### config.mk
export PLATFORM = sky130hd
export DESIGN_NAME = software_timer_table
export DESIGN_NICKNAME = d
export VERILOG_FILES = /design/src/sv/stt_pkg.sv /design/src/sv/stt_scan.sv /design/src/sv/software_timer_table.sv
export SDC_FILE = /design/constraint.sdc
export NUM_CORES = 2
export LEC_CHECK = 0
export BUFFER_PORTS_ARGS = -buffer_cell sky130_fd_sc_hd__buf_2
export CORE_UTILIZATION = 35
export CTS_CLUSTER_SIZE = 28
export DETAILED_ROUTE_END_ITERATION = 8
export GPL_ROUTABILITY_DRIVEN = 0
export PLACE_DENSITY = 0.61
export SYNTH_ARGS = -nofsm -noshare
export SYNTH_HDL_FRONTEND = slang
export SYNTH_SLANG_ARGS = --single-unit
### constraint.sdc
create_clock -name i_clk -period 10.6 [get_ports i_clk]
set_input_delay 2.65 -clock i_clk [delete_from_list [all_inputs] [get_ports i_clk]]
set_output_delay 2.65 -clock i_clk [all_outputs]
set_load 0.005 [all_outputs]
### src/sv/stt_pkg.sv
// package for the software timer table: constants, status codes, fsm states
package stt_pkg;
    localparam int TIMER_SLOTS_DEF = 16;
    localparam int CONSUMER_COUNT_DEF = 16;
    localparam int MAX_FIRES_DEF = 63;
    localparam logic [31:0] END_OF_DAY_MS = 32'(23 * 3600 * 1000 + 59 * 60 * 1000 + 59000);

    localparam logic [2:0] KIND_SET = 3'd0;
    localparam logic [2:0] KIND_CANCEL = 3'd1;
    localparam logic [2:0] KIND_ADVANCE = 3'd2;
    localparam logic [2:0] KIND_START = 3'd3;
    localparam logic [2:0] KIND_END = 3'd4;

    localparam logic [3:0] ST_FIRED = 4'd0;
    localparam logic [3:0] ST_SET_OK = 4'd1;
    localparam logic [3:0] ST_DUP = 4'd2;
    localparam logic [3:0] ST_FULL = 4'd3;
    localparam logic [3:0] ST_ZERO = 4'd4;
    localparam logic [3:0] ST_CANCEL_OK = 4'd5;
    localparam logic [3:0] ST_NOT_FOUND = 4'd6;
    localparam logic [3:0] ST_ADV_DONE = 4'd7;
    localparam logic [3:0] ST_INCOMPLETE = 4'd8;
    localparam logic [3:0] ST_DAY_START = 4'd9;
    localparam logic [3:0] ST_DAY_END = 4'd10;
    localparam logic [3:0] ST_END_IGN = 4'd11;

    typedef enum logic [2:0] {
        S_IDLE,
        S_SCAN,
        S_DECIDE,
        S_UPDATE,
        S_OUT
    } t_state;

    // compare unit control
    typedef struct packed {
        logic start;
        logic key_mode;
    } t_scan_ctl;
endpackage

### src/sv/stt_scan.sv
// shared compare unit: walks the slots one a cycle, finds key match or earliest timer and first free slot
module stt_scan #(
    parameter int TIMER_SLOTS = stt_pkg::TIMER_SLOTS_DEF,
    localparam int IW = (TIMER_SLOTS > 1) ? $clog2(TIMER_SLOTS) : 1
) (
    input  logic              i_clk,
    input  logic              i_rst_n,
    input  stt_pkg::t_scan_ctl i_ctl,
    input  logic [3:0]        i_key_cons,
    input  logic [31:0]       i_key_ev,
    output logic [IW-1:0]     o_rd_idx,
    input  logic              i_rd_valid,
    input  logic [3:0]        i_rd_cons,
    input  logic [31:0]       i_rd_ev,
    input  logic [31:0]       i_rd_due,
    output logic              o_done,
    output logic              o_found,
    output logic [IW-1:0]     o_best,
    output logic [31:0]       o_best_due,
    output logic              o_free_found,
    output logic [IW-1:0]     o_free_idx
);
    logic [IW:0]   r_cnt;
    logic          r_busy;
    logic          r_key;
    logic          r_found;
    logic [IW-1:0] r_best;
    logic [31:0]   r_due;
    logic [3:0]    r_cons;
    logic [31:0]   r_ev;
    logic          r_free;
    logic [IW-1:0] r_fidx;
    logic          better;
    logic          hit;

    assign o_rd_idx = r_cnt[IW-1:0];
    assign hit = i_rd_valid && i_rd_cons == i_key_cons && i_rd_ev == i_key_ev;
    assign better = i_rd_valid && (!r_found || i_rd_due < r_due ||
        (i_rd_due == r_due && (i_rd_cons < r_cons ||
        (i_rd_cons == r_cons && i_rd_ev < r_ev))));

    always_ff @(posedge i_clk) begin
        if (!i_rst_n) begin
            r_busy <= 1'b0;
            r_cnt <= '0;
            r_found <= 1'b0;
            r_free <= 1'b0;
            r_key <= 1'b0;
        end else if (i_ctl.start) begin
            r_busy <= 1'b1;
            r_cnt <= '0;
            r_found <= 1'b0;
            r_free <= 1'b0;
            r_key <= i_ctl.key_mode;
        end else if (r_busy) begin
            if (!i_rd_valid && !r_free) begin
                r_free <= 1'b1;
                r_fidx <= r_cnt[IW-1:0];
            end
            if (r_key ? (hit && !r_found) : better) begin
                r_found <= 1'b1;
                r_best <= r_cnt[IW-1:0];
                r_due <= i_rd_due;
                r_cons <= i_rd_cons;
                r_ev <= i_rd_ev;
            end
            if (r_cnt == (IW+1)'(TIMER_SLOTS - 1)) r_busy <= 1'b0;
            r_cnt <= r_cnt + 1'b1;
        end
    end

    assign o_done = !r_busy && !i_ctl.start;
    assign o_found = r_found;
    assign o_best = r_best;
    assign o_best_due = r_due;
    assign o_free_found = r_free;
    assign o_free_idx = r_fidx;
endmodule

### src/sv/software_timer_table.sv
// software timer table top level: slot storage, sequencer and result register
// set and cancel: one key scan of the slots, then the result; start and end-ignored answer without a scan
// advance and end day: a full scan of the slots before each result
// throughput: one transaction at a time, next accepted after the last result is taken
// the slot compare unit walks one slot a cycle and sets the rate
// reset: synchronous active low, clears slot valid bits, time and date
module software_timer_table #(
    parameter int TIMER_SLOTS = stt_pkg::TIMER_SLOTS_DEF,
    parameter int CONSUMER_COUNT = stt_pkg::CONSUMER_COUNT_DEF,
    parameter int MAX_FIRES_PER_STEP = stt_pkg::MAX_FIRES_DEF
) (
    input  logic        i_clk,
    input  logic        i_rst_n,
    input  logic        i_valid,
    output logic        o_stall,
    input  logic [2:0]  i_kind,
    input  logic [3:0]  i_consumer_id,
    input  logic [31:0] i_event_id,
    input  logic [31:0] i_delay_ms,
    input  logic        i_repeat_flag,
    input  logic [31:0] i_target_ms,
    input  logic [31:0] i_day_date,
    output logic        o_valid,
    input  logic        i_stall,
    output logic [3:0]  o_status,
    output logic [3:0]  o_fired_consumer,
    output logic [31:0] o_fired_event,
    output logic [31:0] o_time_now,
    output logic [31:0] o_date_now,
    output logic        o_last
);
    localparam int IW = (TIMER_SLOTS > 1) ? $clog2(TIMER_SLOTS) : 1;

    logic [TIMER_SLOTS-1:0] r_sv;
    logic [3:0]  r_cons [TIMER_SLOTS];
    logic [31:0] r_ev [TIMER_SLOTS];
    logic [31:0] r_due [TIMER_SLOTS];
    logic [31:0] r_int [TIMER_SLOTS];
    logic        r_rep [TIMER_SLOTS];

    stt_pkg::t_state r_state, n_state;
    logic [31:0] r_now, r_today;
    logic [2:0]  r_kind;
    logic [3:0]  r_kcons;
    logic [31:0] r_kev, r_delay, r_target;
    logic        r_krep;
    logic [5:0]  r_fires;
    logic        r_more_final;

    logic        r_ov;
    logic [3:0]  r_ost, r_ofc;
    logic [31:0] r_ofe;
    logic        r_olast;

    stt_pkg::t_scan_ctl sc;
    logic [IW-1:0] rd_idx, best, fidx;
    logic done, found, ffound;
    logic [31:0] best_due;
    logic out_free;
    logic [31:0] tgt;

    stt_scan #(.TIMER_SLOTS(TIMER_SLOTS)) u_scan (
        .i_clk(i_clk), .i_rst_n(i_rst_n), .i_ctl(sc),
        .i_key_cons(r_kcons), .i_key_ev(r_kev),
        .o_rd_idx(rd_idx), .i_rd_valid(r_sv[rd_idx]), .i_rd_cons(r_cons[rd_idx]),
        .i_rd_ev(r_ev[rd_idx]), .i_rd_due(r_due[rd_idx]),
        .o_done(done), .o_found(found), .o_best(best), .o_best_due(best_due),
        .o_free_found(ffound), .o_free_idx(fidx)
    );

    assign out_free = !r_ov || !i_stall;
    assign o_stall = r_state != stt_pkg::S_IDLE || r_ov;
    assign tgt = (r_kind == stt_pkg::KIND_END) ? stt_pkg::END_OF_DAY_MS : r_target;

    always_ff @(posedge i_clk) begin
        if (!i_rst_n) r_state <= stt_pkg::S_IDLE;
        else r_state <= n_state;
    end

    always_comb begin
        n_state = r_state;
        sc.start = 1'b0;
        sc.key_mode = 1'b0;
        case (r_state)
            stt_pkg::S_IDLE: begin
                if (i_valid && !o_stall) begin
                    if (i_kind == stt_pkg::KIND_SET || i_kind == stt_pkg::KIND_CANCEL) begin
                        sc.start = 1'b1;
                        sc.key_mode = 1'b1;
                        n_state = stt_pkg::S_SCAN;
                    end else if (i_kind == stt_pkg::KIND_ADVANCE ||
                                 (i_kind == stt_pkg::KIND_END && i_day_date == r_today &&
                                  i_day_date != 32'd0)) begin
                        sc.start = 1'b1;
                        n_state = stt_pkg::S_SCAN;
                    end
                end
            end
            stt_pkg::S_SCAN: if (done) n_state = stt_pkg::S_DECIDE;
            stt_pkg::S_DECIDE: begin
                if (out_free) n_state = stt_pkg::S_UPDATE;
            end
            stt_pkg::S_UPDATE: begin
                if (r_kind == stt_pkg::KIND_SET || r_kind == stt_pkg::KIND_CANCEL ||
                    r_more_final) n_state = stt_pkg::S_IDLE;
                else begin
                    sc.start = 1'b1;
                    n_state = stt_pkg::S_SCAN;
                end
            end
            default: n_state = stt_pkg::S_IDLE;
        endcase
    end

    always_ff @(posedge i_clk) begin
        if (!i_rst_n) begin
            r_sv <= '0;
            r_now <= '0;
            r_today <= '0;
            r_ov <= 1'b0;
            r_fires <= '0;
            r_more_final <= 1'b0;
        end else begin
            if (r_ov && !i_stall) r_ov <= 1'b0;
            case (r_state)
                stt_pkg::S_IDLE: begin
                    if (i_valid && !o_stall) begin
                        r_kind <= i_kind;
                        r_kcons <= i_consumer_id;
                        r_kev <= i_event_id;
                        r_delay <= i_delay_ms;
                        r_krep <= i_repeat_flag;
                        r_target <= i_target_ms;
                        r_fires <= '0;
                        r_more_final <= 1'b0;
                        r_ofc <= '0;
                        r_ofe <= '0;
                        r_olast <= 1'b1;
                        if (i_kind == stt_pkg::KIND_START) begin
                            r_today <= i_day_date;
                            r_now <= '0;
                            r_ov <= 1'b1;
                            r_ost <= stt_pkg::ST_DAY_START;
                        end else if (i_kind == stt_pkg::KIND_END &&
                                     (i_day_date != r_today || i_day_date == 32'd0)) begin
                            r_ov <= 1'b1;
                            r_ost <= stt_pkg::ST_END_IGN;
                        end
                    end
                end
                stt_pkg::S_DECIDE: begin
                    if (out_free) begin
                        r_ov <= 1'b1;
                        r_ofc <= '0;
                        r_ofe <= '0;
                        r_olast <= 1'b1;
                        if (r_kind == stt_pkg::KIND_SET) begin
                            if (found) r_ost <= stt_pkg::ST_DUP;
                            else if (!ffound || 32'(r_kcons) >= 32'(CONSUMER_COUNT))
                                r_ost <= stt_pkg::ST_FULL;
                            else if (r_krep && r_delay == 32'd0) r_ost <= stt_pkg::ST_ZERO;
                            else begin
                                r_ost <= stt_pkg::ST_SET_OK;
                                r_sv[fidx] <= 1'b1;
                                r_cons[fidx] <= r_kcons;
                                r_ev[fidx] <= r_kev;
                                r_due[fidx] <= r_now + r_delay;
                                r_int[fidx] <= r_delay;
                                r_rep[fidx] <= r_krep;
                            end
                        end else if (r_kind == stt_pkg::KIND_CANCEL) begin
                            if (found) begin
                                r_ost <= stt_pkg::ST_CANCEL_OK;
                                r_sv[best] <= 1'b0;
                            end else r_ost <= stt_pkg::ST_NOT_FOUND;
                        end else begin
                            if (found && best_due <= tgt &&
                                32'(r_fires) < 32'(MAX_FIRES_PER_STEP)) begin
                                r_ost <= stt_pkg::ST_FIRED;
                                r_ofc <= r_cons[best];
                                r_ofe <= r_ev[best];
                                r_olast <= 1'b0;
                                r_now <= best_due;
                                r_fires <= r_fires + 6'd1;
                                if (r_rep[best]) r_due[best] <= best_due + r_int[best];
                                else r_sv[best] <= 1'b0;
                            end else begin
                                r_more_final <= 1'b1;
                                r_now <= tgt;
                                if (r_kind == stt_pkg::KIND_END) begin
                                    r_ost <= stt_pkg::ST_DAY_END;
                                    r_sv <= '0;
                                end else if (found && best_due <= tgt)
                                    r_ost <= stt_pkg::ST_INCOMPLETE;
                                else r_ost <= stt_pkg::ST_ADV_DONE;
                            end
                        end
                    end
                end
                default: ;
            endcase
        end
    end

    assign o_valid = r_ov;
    assign o_status = r_ost;
    assign o_fired_consumer = r_ofc;
    assign o_fired_event = r_ofe;
    assign o_time_now = r_now;
    assign o_date_now = r_today;
    assign o_last = r_olast;
endmodule
==> impl_results.md <==
* Finished Cell Area at 96800 sq um
* Core Rows at 180
* # fillers at 21.5k
* Max Freq at 147 MHz
* Worst setup SP type: flop
* Peak VDD IR at 169 uV
* Worst endpoint required time at 11.32 ns
* Pre-CTS setup slack at 3.76 ns
* CTS tree: yes
* Dpl hpwl at 143000 um
* Vias per cell at 5.66
* Fin crit share at 64.3%
* Comb power frac at 8.3%
* Post-route ant nets at 0
* Clock Path Buffers at 3
* Drt first pass iters at 7
* Post-synth ARST share at 0%
* Die Y at 494 um
* Max-slew violation count at 0
* Syn_area_per_cell at 18.2 sq um
* Max Fanout on Critical Path at 41
* TritonCTS Sinks at 1944
* Leakage power at 0.0317 uW
* Area of the multi-input gates at 26200 sq um
* CORE AREA at 241000 sq um
* Initial Utilization at 35.2%
* Fin. Hold Viols at 0
* Net Sw Frac at 23.7%
* DR iter-0 viols at 5458
* Commonest non-fill, non-tap cell in the layout: edfxtp_1
* DR WL/cell at 29.1 um
* Post-CTS sizing at 0
* Dpl cells at 7958
* Cells after Synth at 4655
* Area Overhead vs Synth at 14.2%
* CP cell instances: buf_4, mux4_2, mux4_2, ha_1, nand4_1, nor2_1, nand2_1, or4_1, or4_1, a2111oi_0, o21ai_0, a211oi_4, buf_4, mux2_2
* Clk network pwr share at 40.9%
* Vias at 47.1k
* Routed wire length at 242000 um
* Status: complete, no violations
* CP peak stage delay at 0.72 ns
* Fin util at 40.2%
* CP Class: flop to flop
* Die Width at 494 um
* IO Port Bufs at 246
* Slowest stage cell, crit path: dfxtp_4
* Reg power frac at 50.8%
* Vias in the first global route at 47.2k
* Synth unique cells at 78
* Post-synth EDFFs at 1837
* TritonCTS Buffers at 201
* Clk pin slew, worst setup/hold paths at 0.06 ns
* Sw Pwr at 4180 uW
* Largest net degree at the start of global routing at 124
* Synth warnings at 0
* Io pins at 247
* HP Class: flop to flop
* Setup violations, final at 0
* Post-Place Cell Area at 90100 sq um
* Most common flop cell mapped by yosys: edfxtp_1
* Setup_tns at 0 ns
* Non-Filler Instances at 8333
* Setup Buffers After CTS at 0
* Storage element area at 57300 sq um
* Final setup margin at 3.78 ns
* First-pass GRT wire length at 344000 um
* Min Tclk post-route at 6.82 ns
* Worst setup EP type: flop
* DR DRC count at 0
* FF+latch count, synth at 1944
* NumNets Final at 5286
* Initial antenna violation count at 26
* Clk_lat worst skew at 0.85 ns
* Actual slew at the worst max-slew pin at 1.33 ns
* Sequential element share of the synthesized area at 67.6%
* RSZ-0062 raised after global routing: no
* Power per cell area at 182 nW/um^2
* Crit path DAT at 7.54 ns
* Layout cells sized above 1 at 26.2%
* Die area at 244000 sq um
* Htree depth at 4
* Commonest cells after routing, fill and taps aside: edfxtp_1 (1837), mux4_2 (615), buf_2 (246)
* Clock root cell: clkbuf_16
* Max Cap Violations at 0
* Post-Syn Nets at 4965
* Cell Int Power at 13400 uW
* Hold buffer count at CTS at 0
* Global Route Usage Sum at 19.6%
* Clock Skews at 0.0498 ns
* GRT overflow at 0
* Slew Limit Headroom at 11.2%
* Mapped Area at 84700 sq um
-- flip-flops by register name (all words and copies together), names as in the netlist, 64 cells and up, named ones only --
signal,flops
r_due,512
r_ev,512
r_int,512
r_cons,64
-- critical path: cells and delay by family, from the launching register on --
family	cells	cell delay, ns
and+or+nand+nor	5	2.00
muxes	3	1.49
buffers and inverters	2	1.22
AOI/OAI and AO/OA	3	0.91
DFF	1	0.72
adders and majority gates	1	0.32
-- worst paths after layout --
check | startpoint | endpoint | slack (ns) | cells past startpoint
max | flop | flop | 3.78 | 14
min | u_scan.r_key | u_scan.r_key | 0.46 | 2
min reg2reg | u_scan.r_key | u_scan.r_key | 0.46 | 2
max reg2reg | flop | flop | 3.78 | 14
-- layout make-up --
type / count / area share (%)
Antenna cell: 4 / 0.0103
Clock buffer: 247 / 5.49
Clock inverter: 124 / 1.41
Inverter: 121 / 0.506
Multi-Input combinational cell: 2361 / 27.1
Sequential cell: 1944 / 59.3
Tap cell: 3185 / 4.12
Timing Repair Buffer: 347 / 2.15
-- metal layers --
layer | routed length [um] | share of wire (%) | up-vias | GRT usage [%]
met4 | 6300 | 2.6 | 4 | 5.14
met2 | 119000 | 49 | 1938 | 32.5
met3 | 16400 | 6.8 | 350 | 3.24
li1 | - | - | 19781 | -
met1 | 101000 | 42 | 25063 | 26.8
met5 | 24 | 0.0099 | - | 0
-- per-stage QoR --
stage	hold WS, ns	power (uW)
6_report	0.457	17600
5_1_grt	0.483	18200
4_1_cts	0.462	17700
3_5_place_dp	0.454	10600
3_3_place_gp	0.446	10600
2_1_floorplan	0.432	9980
-- cells by family (layout without fill, tap and decap cells) --
kind of cell	count (synthesis)	count (layout)	synth area share, %
flip-flops	1944	1944	67.6
multiplexers	758	758	18.3
AND/OR/NAND/NOR	695	695	3.89
AO/OA/AOI/OAI	592	592	4.42
buffers and inverters	350	839	1.73
adder cells (fa/ha/maj)	170	170	2.53
XOR/XNOR	146	146	1.51
other	0	4	0
-- Yosys cell counts (77+ instances only) --
| library cell | n | area, sq um |
|---|---|---|
| o21ai_0 | 138 | 691 |
| a21oi_1 | 175 | 876 |
| dfxtp_1 | 107 | 2140 |
| nand2_1 | 237 | 890 |
| inv_1 | 119 | 447 |
| xor2_1 | 77 | 674 |
| clkbuf_1 | 132 | 495 |
| ha_1 | 168 | 2100 |
| nor2_1 | 173 | 649 |
| mux2i_1 | 113 | 1130 |
| edfxtp_1 | 1837 | 55200 |
| mux4_2 | 615 | 13900 |
-- power groups by stage --
stage               logic, uW  clock network (uW)  registers (uW)
finish                   1470                7210            8950
global route             1580                7610            8970
CTS                      1480                7310            8950
detailed placement       1480                   0            9110
global placement         1460                   0            9100
floorplan                 988                   0            9000
(Power assumes the default switching activity.)
